[config.mk]
export PLATFORM = sky130hd
export DESIGN_NAME = dep_ctrl
export DESIGN_NICKNAME = d
export VERILOG_FILES = /design/src/sv/dep_pkg.sv /design/src/sv/dep_ctrl.sv
export SDC_FILE = /design/constraint.sdc
export NUM_CORES = 1
export LEC_CHECK = 0
export BUFFER_PORTS_ARGS = -buffer_cell sky130_fd_sc_hd__buf_4
export CAP_MARGIN = 5
export CORE_AREA = 2 2 39 41
export DETAILED_ROUTE_END_ITERATION = 12
export DIE_AREA = 0 0 41 43
export GPL_ROUTABILITY_DRIVEN = 0
export PLACE_DENSITY = 0.33
export SLEW_MARGIN = 25
export SYNTH_ARGS = -nofsm -noshare
export SYNTH_HDL_FRONTEND = slang
export SYNTH_SLANG_ARGS = --single-unit
[constraint.sdc]
create_clock -name clk_i -period 2 [get_ports clk_i]
set_input_delay 0.1 -clock clk_i [delete_from_list [all_inputs] [get_ports clk_i]]
set_output_delay 0.1 -clock clk_i [all_outputs]
set_load 0.005 [all_outputs]
[src/sv/dep_pkg.sv]
// Shared types and constants of the delayed event pool.
// Used by the controller, the datapath and the top level; depends on nothing.
package dep_pkg;

  localparam int TGT_W       = 16;
  localparam int EVT_W       = 16;
  localparam int DLY_W       = 32;
  localparam int PRIO_W      = 8;
  localparam int ARGC_IN_W   = 8;
  localparam int ARGC_W      = 3;
  localparam int ARG_W       = 32;
  localparam int ELAP_W      = 16;
  localparam int STATUS_W    = 3;
  localparam int ACTIVE_W    = 7;
  localparam int OUT_ARGS    = 4;
  localparam int IN_TDATA_W  = 224;
  localparam int OUT_TDATA_W = 176;

  localparam logic KIND_POST = 1'b0;
  localparam logic KIND_TICK = 1'b1;

  // Register index as decoded from paddr[2].
  localparam logic REG_EMPTY_HANDLE = 1'b0;

  typedef enum logic [STATUS_W-1:0] {
    ST_POSTED    = 3'd0,
    ST_EVICTED   = 3'd1,
    ST_REJ_EMPTY = 3'd2,
    ST_REJ_FULL  = 3'd3,
    ST_FIRED     = 3'd4,
    ST_NONE      = 3'd5
  } dep_status_e;

  typedef enum logic [1:0] {
    S_IDLE,
    S_START,
    S_SCAN,
    S_FINISH
  } dep_state_e;

  typedef struct packed {
    logic capture;
    logic start;
    logic step;
    logic finish;
  } dep_cmd_t;

  typedef struct packed {
    logic fire_wait;
    logic last_idx;
    logic out_free;
  } dep_sts_t;

endpackage

[src/sv/dep_ctrl.sv]
// Sequencing controller of the delayed event pool.
// Depends on dep_pkg; drives the datapath through command and status structs.
module dep_ctrl (
  input  logic              clk_i,
  input  logic              rst_ni,
  input  logic              s_valid_i,
  output logic              s_ready_o,
  input  dep_pkg::dep_sts_t sts_i,
  output dep_pkg::dep_cmd_t cmd_o
);

  dep_pkg::dep_state_e state_q, state_d;
  logic advance;

  assign advance = !(sts_i.fire_wait && !sts_i.out_free);

  always_comb begin
    state_d = state_q;
    case (state_q)
      dep_pkg::S_IDLE: begin
        if (s_valid_i) state_d = dep_pkg::S_START;
      end
      dep_pkg::S_START: state_d = dep_pkg::S_SCAN;
      dep_pkg::S_SCAN: begin
        if (advance && sts_i.last_idx) state_d = dep_pkg::S_FINISH;
      end
      dep_pkg::S_FINISH: begin
        if (sts_i.out_free) state_d = dep_pkg::S_IDLE;
      end
      default: state_d = dep_pkg::S_IDLE;
    endcase
  end

  always_comb begin
    cmd_o     = '0;
    s_ready_o = 1'b0;
    case (state_q)
      dep_pkg::S_IDLE: begin
        s_ready_o     = 1'b1;
        cmd_o.capture = s_valid_i;
      end
      dep_pkg::S_START:  cmd_o.start  = 1'b1;
      dep_pkg::S_SCAN:   cmd_o.step   = advance;
      dep_pkg::S_FINISH: cmd_o.finish = sts_i.out_free;
      default: cmd_o = '0;
    endcase
  end

  always_ff @(posedge clk_i or negedge rst_ni) begin
    if (!rst_ni) begin
      state_q <= dep_pkg::S_IDLE;
    end else begin
      state_q <= state_d;
    end
  end

  a_capture_starts: assert property (@(posedge clk_i) disable iff (!rst_ni)
    cmd_o.capture |=> state_q == dep_pkg::S_START)
    else $error("accepted transaction did not start a scan");

  a_finish_idles: assert property (@(posedge clk_i) disable iff (!rst_ni)
    cmd_o.finish |=> state_q == dep_pkg::S_IDLE)
    else $error("finished transaction did not return to idle");

endmodule

==> results by group, run 1 <==
Pwr
  • Net switching power: around 140 µW
  • Combinational Power Share: 0.572
  • Flop pwr share: 0.210
  • Overall power: between 400 and 500 µW
  • Pwr/cell area: ~1300 nW/µm²
  • Sw Ratio: 0.348
  • Lkg Pwr: 0.000164 µW
  • Peak supply drop: a little under 0.4 mV
  • Part of the power in the clock network: 0.218
  • Int Pwr: ~270 µW

Die
  • # IOs: 11
  • Core ar.: roughly 1400 µm²
  • Die ar.: between 1500 and 2000 µm²
  • Chip height: roughly 43 µm
  • Die Wd: 41 µm
  • Row count: 14
  • Starting Density: 0.132

CTS
  • Clk buf depth: 2
  • Postcts setup bufs: 0
  • Sinks on Clock Net: 2
  • Clk_lat worst skew: 220 ps
  • Total CTS buffers: 3
  • CTS resizes: 0
  • Clock root buffer: clkbuf_4
  • H-tree Lvls: 1
  • CTS tree: yes
  • CTS clk-pin slew, worst paths: around 30 ps
  • Hold_buf cts: 1

Route
  • Initial DRC Count: 0
  • Routed vias: roughly 170
  • First-pass DRT Iterations: 1
  • Max Used Layer: met3
  • DRT Wirelength: around 420 µm
  • Post-route ant nets: 0
  • Met3 wire len: roughly 53 µm
  • Wire per inst: 8.77 µm
  • Post-route DRC: 0
  • Post-DR vias/cell: around 3.5
  • M1 WL: approximately 170 µm
  • Routed met2 length: 198 µm

Worst setup path
  • Data arrival, critical path: roughly 1600 ps
  • Worst Path Required: 2100 ps
  • CP endpoint kind: flip-flop
  • Startpoint Class: flip-flop
  • Worst reg2reg path depth: 4
  • Max FO, Critical Path: 4
  • Critical path class: flip-flop to flip-flop
  • Reg2Reg Setup Slack: between 500 and 600 ps

STA
  • Final setup violation count: 0
  • Slew headroom: 0.846
  • RSZ-0062 raised after global routing: false
  • Max Slew Vio Count: 0
  • Worst-Margin Slew: between 200 and 250 ps
  • Fin. Hold Viols: 0
  • Worst Clk Skew: about 3.8 ps
  • Crit share post-route: 0.744
  • Upper clock frequency limit: around 670 MHz
  • Tmin final: 1490 ps
  • Setup tns final: 0 ps

GRT
  • Total track usage: 0.0562
  • GRT overflow: 0
  • Antenna violations before repair: 0
  • First-pass GRT wire length: 614 µm
  • Vias in the first global route: between 150 and 200
  • Largest net degree at the start of global routing: 5

Final layout
  • Reg area: between 50 and 60 µm²
  • Share of layout cells above drive strength 1: 0.438
  • # diodes: 0
  • Syn-to-layout area delta: 69.9%
  • Largest registers: state_q x2
  • Largest register FFs: 2
  • Area of the multi-input gates: around 120 µm²
  • Total Nets Final: 44
  • FILL cells: 159
  • Final Cell Area: ~310 µm²
  • Largest register by flop count: state_q

Logic synthesis
  • Main combinational cell family by area after synthesis: adder cells
  • Mapped Nets: 28
  • Sequential area share after synthesis: 0.274
  • Yosys synthesis warning count: 0
  • Yosys reg bits: 2
  • Synth top area cells: dfrtp_1 27%, ha_1 27%, and2_1 10%
  • Mux contribution to synthesized area: 0.0616
  • Synth Area in Compound Gates: 0.137
  • Gate Count Post-Synth: 18
  • Distinct cells, synth: 10
  • Synth Area in Simple Gates: 0.192
  • Synth Area in Adders: 0.274
  • XOR/XNOR share of the synthesized area: 0
  • Mapped Avg Cell Area: 10.1 µm²
  • Post-synth design cell area: 183 µm²
  • Area leader, netlist: dfrtp_1
  • Synth top area share: 0.274

Run status
  • Status: complete, no violations

Job
  • Max-Cap Viols: 0

Placement
  • Dpl cell area: between 200 and 300 µm²
  • DP HPWL: around 340 µm
  • Number of buffers added on ports: 10

Hold path
  • Hold Path Class: input pin to async pin
==> synthesized netlist by cell type <==
cell and instances:
and2_1 3, o32a_1 1, a221oi_2 1, nand2b_1 1
inv_1 3, nand2_1 1, nor2b_1 1, dfrtp_1 2
mux2_1 1, ha_1 4
==> worst max-delay path, cell delays in order, from the launching register on <==
cell      delay [ps]
dfrtp_1          390
inv_1             90
ha_1             260
a221oi_2         290
mux2_1           350
==> per-stage QoR <==
step                       util  hold WS (ps)  worst slack [ps]  std cells
after floorplan               -          -196               596         18
after global placement    0.201          -117               524         44
after detailed placement  0.201          -117               488         44
after CTS                 0.224           177               488         48
after global routing      0.224           201               424         48
final                     0.224           193               512         48
==> cell families after synthesis <==
logic type                 after synthesis
and+or+nand+nor                          6
buffers and inverters                    3
adders and majority gates                4
muxes                                    1
AOI/OAI and AO/OA                        2
DFF                                      2
==> cells in the final DEF, fill, tap and decap left out <==
cell and n:
a221oi_2 1, and2_1 3, buf_4 10, clkbuf_4 3, dfrtp_1 2, dlygate4sd3_1 1
ha_1 4, inv_1 3, mux2_1 1, nand2_1 1, nand2b_1 1, nor2b_1 1
o32a_1 1
==> power by group through the flow <==
stage,Combinational (µW),Clock [µW],Sequential [µW]
after global routing,265,97.4,89.4
after floorplan,144,0,81.3
after CTS,241,97.4,86.9
after detailed placement,239,0,87.4
final,235,89.5,86.3
after global placement,237,0,85.3
==> area by class of cell <==
cell class,count,area share
Timing Repair Buffer,11,0.274
Multi-Input combinational cell,13,0.391
Inverter,3,0.0363
Tap cell,16,0.0645
Sequential cell,2,0.161
Clock buffer,3,0.0726
==> path summary, 6_finish.rpt <==
check                      startpoint         end
max                        state_q[0]  state_q[1]
min reg2reg                state_q[1]  state_q[1]
max in group asynchronous      rst_ni  state_q[0]
min in group clk_i           sts_i[1]  state_q[0]
min                            rst_ni  state_q[1]
max reg2reg                state_q[0]  state_q[1]
==> layer usage <==
metal | up-vias | track usage
li1 | 88 | -
met4 | 0 | 0.0600
met5 | - | 0
met3 | 0 | 0.0314
met1 | 69 | 0.0450
met2 | 10 | 0.0844
No activity file was read; power rests on OpenSTA's default activity.
==> run 2: changes to the inputs <==
PLACE_DENSITY = 0.34   (was 0.33)
clock period = 1.3 ns   (was 2 ns; I/O delays follow)
==> run 2 against run 1 <==
Compared with the run above: the flow now finishes with violations (setup timing); final area rose by 27%; sequential share of layout area fell by 3.4 points; first-iteration DRC count did not move; clock-buffer cell count did not move; register-to-register slack got worse by 630 ps; via count rose by 16%; fmax rose by 5.3%; largest power group unchanged; critical path type unchanged; combinational power rose by 150%; sequential power rose by 55%; critical path depth did not move; largest cell class unchanged; die area did not move; clock skew fell by 3.1 ps.
==> results by group, run 2 (synthesized netlist as in run 1, its figures left out) <==
Worst setup path
  • Worst-path cell chain: ha_2 -> nor2b_4 -> a221oi_2 -> mux2_1
  • Critical path buffers and inverters: 0 (-1)
  • Worst Path Required: 1400 ps (-700 ps)
  • Data arrival, critical path: 1510 ps (-80 ps)
  • Reg-to-Reg End: state_q[1]
  • Max FO, Critical Path: 4 (unchanged)
  • FF-to-FF Start: state_q[1]
  • CP endpoint kind: flip-flop
  • Startpoint Class: flip-flop
  • Crit-path slowest cell: dfrtp_1
  • Reg2Reg Setup Slack: -110 ps (-630 ps)
  • Critical path class: flip-flop to flip-flop
  • CP max stage delay: 410 ps (+20 ps)
  • Worst reg2reg path depth: 4 (unchanged)
  • Crit path max-delay family: flip-flops

Final layout
  • Layout Utilization: 0.284 (+0.0597)
  • FILL cells: 160 (+0.63%)
  • Largest register FFs: 2 (unchanged)
  • # diodes: 0 (unchanged)
  • Commonest non-fill, non-tap cell in the layout: buf_4
  • Syn-to-layout area delta: 115%
  • Largest registers: state_q x2
  • Final Cell Area: 393 µm² (+27%)
  • Share of layout cells above drive strength 1: 0.737 (+0.299)
  • Reg area: 50.0 µm² (unchanged)
  • Largest register by flop count: state_q
  • Area of the multi-input gates: 151 µm² (+25%)
  • Most frequent cells in the layout: 14 x buf_4, 3 x ha_2, 3 x clkbuf_4
  • Total Nets Final: 50 (+14%)

GRT
  • First-pass GRT wire length: 745 µm (+21%)
  • Antenna violations before repair: 0 (unchanged)
  • Largest net degree at the start of global routing: 5 (unchanged)
  • Vias in the first global route: 202 (+14%)
  • GRT overflow: 0 (unchanged)
  • Total track usage: 0.0683 (+0.0120)

Route
  • Post-DR vias/cell: 3.57 (+2.7%)
  • Post-route DRC: 0 (unchanged)
  • First-pass DRT Iterations: 1 (unchanged)
  • Initial DRC Count: 0 (unchanged)
  • Routed vias: 193 (+16%)
  • Wire per inst: 7.89 µm (-10%)
  • DRT Wirelength: 426 µm (+1.2%)
  • Post-route ant nets: 0 (unchanged)

Die
  • Die ar.: 1760 µm² (unchanged)
  • Core ar.: 1380 µm² (unchanged)
  • # IOs: 11 (unchanged)
  • Chip height: 43 µm (unchanged)
  • Row count: 14 (unchanged)
  • Starting Density: 0.132 (unchanged)
  • Die Wd: 41 µm (unchanged)

Pwr
  • Pwr/cell area: 2180 nW/µm² (+65%)
  • Combinational Power Share: 0.685 (+0.113)
  • Part of the power in the clock network: 0.159 (-0.059)
  • Lkg Pwr: 0.000192 µW (+17%)
  • Int Pwr: 585 µW (+120%)
  • Sw Ratio: 0.317 (-0.0304)
  • Peak supply drop: 0.699 mV (+79%)
  • Net switching power: 272 µW (+90%)
  • Flop pwr share: 0.156 (-0.054)

STA
  • RSZ-0062 raised after global routing: true
  • Fin. Hold Viols: 0 (unchanged)
  • Final setup violation count: 2 (+2)
  • Upper clock frequency limit: 708 MHz (+5.3%)
  • Worst Clk Skew: 0.637 ps (-3.12 ps)
  • Crit share post-route: 1.09 (+0.343)
  • Worst-Margin Slew: 249 ps (+18.3 ps)
  • Max Slew Vio Count: 0 (unchanged)
  • Post-route worst setup slack: -113 ps (-625 ps)
  • Setup tns final: -117 ps (-117 ps)
  • Tmin final: 1410 ps (-74.9 ps)
  • Slew headroom: 0.834 (-0.0122)

Run status
  • Violated checks: setup timing
  • Status: finished with violations

CTS
  • Sinks on Clock Net: 2 (unchanged)
  • CTS tree: yes
  • Clock root buffer: clkbuf_4
  • Total CTS buffers: 3 (unchanged)
  • Clk buf depth: 2 (unchanged)
  • Clk_lat worst skew: 220 ps (about the same)
  • H-tree Lvls: 1 (unchanged)
  • CTS clk-pin slew, worst paths: 30 ps (about the same)

Job
  • Max-Cap Viols: 0 (unchanged)

Placement
  • DP HPWL: 357 µm (+5.7%)
  • Number of buffers added on ports: 10 (unchanged)
  • Dpl cell area: 333 µm² (+20%)

Hold path
  • Hold Path Class: input pin to async pin
[run 2: changes by cell type in the layout (fill, tap and decap cells not counted), moves of 2 or more]
cell	change
inv_1	-2
buf_4	+4
ha_2	+3
buf_6	+2
inv_2	+2
ha_1	-4
[run 2: area by class of cell]
class | count | share of cell area
repair buffers | 17 | 0.350
multi-input cells | 13 | 0.385
clock buffers | 3 | 0.0573
flip-flops and latches | 2 | 0.127
well taps | 16 | 0.0510
inverters | 3 | 0.0287
[run 2: worst max-delay path by stage]
stage,start,end,slack (ps),depth (start not counted)
global route,state_q[1],state_q[1],-180,4
finish,state_q[1],state_q[1],-110,4
global placement,state_q[1],state_q[1],-140,4
detailed placement,state_q[1],state_q[1],-150,4
floorplan,state_q[1],state_q[1],-50,4
CTS,state_q[1],state_q[1],-140,4
[run 2: repair_timing]
item,in CTS,in global routing
endpoints found under the hold margin,2,0
setup buffers,2,0
cloned,0,0
hold buffers,1,0
resized for setup,2,2
setup endpoints to repair,3,5
pin swaps,3,1
[run 2: stage by stage]
stage	instances	total power, µW	hold WS [ps]	setup slack, ps
5_1_grt	54	957	172	-177
2_1_floorplan	18	408	-231	-51.8
6_report	54	858	163	-113
3_5_place_dp	48	653	-151	-146
4_1_cts	54	870	146	-137
3_3_place_gp	48	652	-153	-139
[run 2: per-layer routing]
metal	wire [µm]	vias to the layer above	global-route usage
met4	0	0	0.0800
li1	-	100	-
met5	0	-	0
met2	232	7	0.0938
met3	39	0	0.0314
met1	154	86	0.0643
[run 2: power groups by stage]
stage               logic, µW  clock network (µW)  registers [µW]
global placement          515                   0             136
floorplan                 276                   0             132
CTS                       586                 148             135
finish                    587                 137             134
detailed placement        516                   0             136
global route              667                 148             142
==> run 3: changes to the inputs <==
REMOVE_ABC_BUFFERS = 1   (was default)
==> run 3 against run 2 <==
Compared with the run above: the flow still finishes with violations (setup timing); final area up 8.3%; highest routed layer unchanged; clock skew up 0.53 ps; clock-buffer cell count did not move; worst setup slack improved by 4.6 ps; cell count increased by 3.7%; sequential power up 6%; power up 15%; largest cell class unchanged; critical path depth unchanged.
==> results by group, run 3 (synthesized netlist as in run 1, its figures left out) <==
GRT
  • Total track usage: 0.0703 (+0.00201)
  • GRT overflow: 0 (unchanged)
  • Largest net degree at the start of global routing: 5 (unchanged)
  • Antenna violations before repair: 0 (unchanged)
  • Vias in the first global route: 224 (+11%)
  • First-pass GRT wire length: 779 µm (+4.6%)

Worst setup path
  • Startpoint Class: flip-flop
  • Critical path capture point: state_q[1]
  • Worst-path cell chain: ha_2 -> nor2b_4 -> a221oi_4 -> mux2_4
  • Data arrival, critical path: 1510 ps (about the same)
  • Critical path class: flip-flop to flip-flop
  • Crit-path slowest cell: dfrtp_1
  • Worst Path Required: 1400 ps (about the same)
  • Max FO, Critical Path: 4 (unchanged)
  • Reg2Reg Setup Slack: -110 ps (about the same)
  • Critical Path Source: state_q[0]
  • Reg-to-Reg End: state_q[1]
  • CP endpoint kind: flip-flop
  • Worst reg2reg path depth: 4 (unchanged)
  • FF-to-FF Start: state_q[0]
  • CP max stage delay: 410 ps (about the same)

Final layout
  • Syn-to-layout area delta: 133%
  • Largest register FFs: 2 (unchanged)
  • Largest registers: state_q x2
  • # diodes: 0 (unchanged)
  • Commonest non-fill, non-tap cell in the layout: buf_4
  • Share of layout cells above drive strength 1: 0.775 (+0.0382)
  • Non-Filler Instances: 56 (+3.7%)
  • Most frequent cells in the layout: 18 x buf_4, 3 x clkbuf_4
  • Total Nets Final: 52 (+4.0%)
  • Largest register by flop count: state_q

Placement
  • Placed Cells: 48 (unchanged)
  • Number of buffers added on ports: 10 (unchanged)

Route
  • Wire per inst: 9.46 µm (+20%)
  • Post-route ant nets: 0 (unchanged)
  • Routed vias: 207 (+7.3%)
  • Initial DRC Count: 0 (unchanged)
  • Post-route DRC: 0 (unchanged)
  • Post-DR vias/cell: 3.70 (+3.4%)
  • DRT Wirelength: 530 µm (+24%)
  • First-pass DRT Iterations: 1 (unchanged)

STA
  • Final setup violation count: 3 (+1)
  • Max Slew Vio Count: 0 (unchanged)
  • Fin. Hold Viols: 0 (unchanged)
  • Slew headroom: 0.845 (+0.0111)
  • Worst-Margin Slew: 233 ps (-16.7 ps)
  • Tmin final: 1410 ps (-4.58 ps)
  • Post-route worst setup slack: -108 ps (+4.58 ps)
  • Crit share post-route: 1.08 (-0.00352)
  • Worst Clk Skew: 1.17 ps (+0.530 ps)
  • RSZ-0062 raised after global routing: true
  • Hold_ws: 156 ps (-6.29 ps)
  • Upper clock frequency limit: 710 MHz (+0.33%)

CTS
  • CTS clk-pin slew, worst paths: 30 ps (about the same)
  • Clock root buffer: clkbuf_4
  • H-tree Lvls: 1 (unchanged)
  • Clk buf depth: 2 (unchanged)
  • Total CTS buffers: 3 (unchanged)
  • Clk_lat worst skew: 220 ps (about the same)
  • Sinks on Clock Net: 2 (unchanged)
  • CTS tree: yes

Hold path
  • Hold Path Class: input pin to async pin

Pwr
  • Peak supply drop: 0.764 mV (+9.3%)
  • Lkg Pwr: 0.000209 µW (+8.7%)
  • Pwr/cell area: 2320 nW/µm² (+6.3%)

Job
  • Max-Cap Viols: 0 (unchanged)

Die
  • Die Wd: 41 µm (unchanged)
  • Chip height: 43 µm (unchanged)
  • Starting Density: 0.132 (unchanged)
  • Die ar.: 1760 µm² (unchanged)
  • Row count: 14 (unchanged)
  • Core ar.: 1380 µm² (unchanged)
  • # IOs: 11 (unchanged)

Run status
  • Violated checks: setup timing
  • Status: finished with violations
==> run 3: repair_timing <==
item | 4_1_cts | 5_1_grt
buffers inserted | 3 | 1
setup endpoints to repair | 4 | 5
pin swaps | 3 | 3
hold buffers | 1 | 0
resized for setup | 8 | 5
hold endpoints to repair | 2 | 0
==> run 3: where the power goes <==
part | internal, µW | leakage, µW | switching (µW)
combinational | 463 | 0.000171 | 245
clock | 102 | 0.0000138 | 35.4
sequential | 98.4 | 0.0000237 | 44.0
total | 663 | 0.000209 | 324
==> run 3: worst max-delay path: cells and delay by family (launching register included) <==
kind            cells  cell delay, ps
compound gates      1             210
fa+ha+maj           1             200
flops               1             410
mux                 1             330
simple gates        1             130
==> run 3: worst min path at each step <==
stage / cells past startpoint / slack (ps) / startpoint / end
3_3_place_gp: 1 / -150 / rst_ni / state_q[0]
5_1_grt: 2 / 150 / rst_ni / state_q[1]
4_1_cts: 2 / 150 / rst_ni / state_q[0]
3_5_place_dp: 1 / -150 / rst_ni / state_q[0]
2_1_floorplan: 0 / -230 / rst_ni / state_q[0]
6_report: 2 / 160 / rst_ni / state_q[0]
==> run 3: metal layers <==
layer | vias to the layer above | wire length (µm) | GRT usage
met4 | 0 | 0 | 0.0600
met1 | 93 | 214 | 0.0643
met2 | 11 | 267 | 0.109
li1 | 103 | - | -
met3 | 0 | 48 | 0.0314
met5 | - | 0 | 0
==> run 3: final cells by class <==
class | instances | area, µm²
clock buffers | 3 | 22.5
fillers | 159 | 958
inverters | 3 | 11.3
multi-input cells | 13 | 176
flip-flops and latches | 2 | 50.0
well taps | 16 | 20.0
repair buffers | 19 | 145
==> run 3: per-stage QoR <==
| step | setup WS [ps] | instance area, µm² | setup TNS, ps | util | power, µW |
|---|---|---|---|---|---|
| 2_1_floorplan | -104 | 183 | -104 | - | 346 |
| 3_3_place_gp | -147 | 308 | -147 | 0.222 | 582 |
| 3_5_place_dp | -201 | 308 | -201 | 0.222 | 600 |
| 4_1_cts | -143 | 382 | -269 | 0.276 | 881 |
| 5_1_grt | -157 | 425 | -477 | 0.307 | 1090 |
| 6_report | -108 | 425 | -190 | 0.307 | 987 |
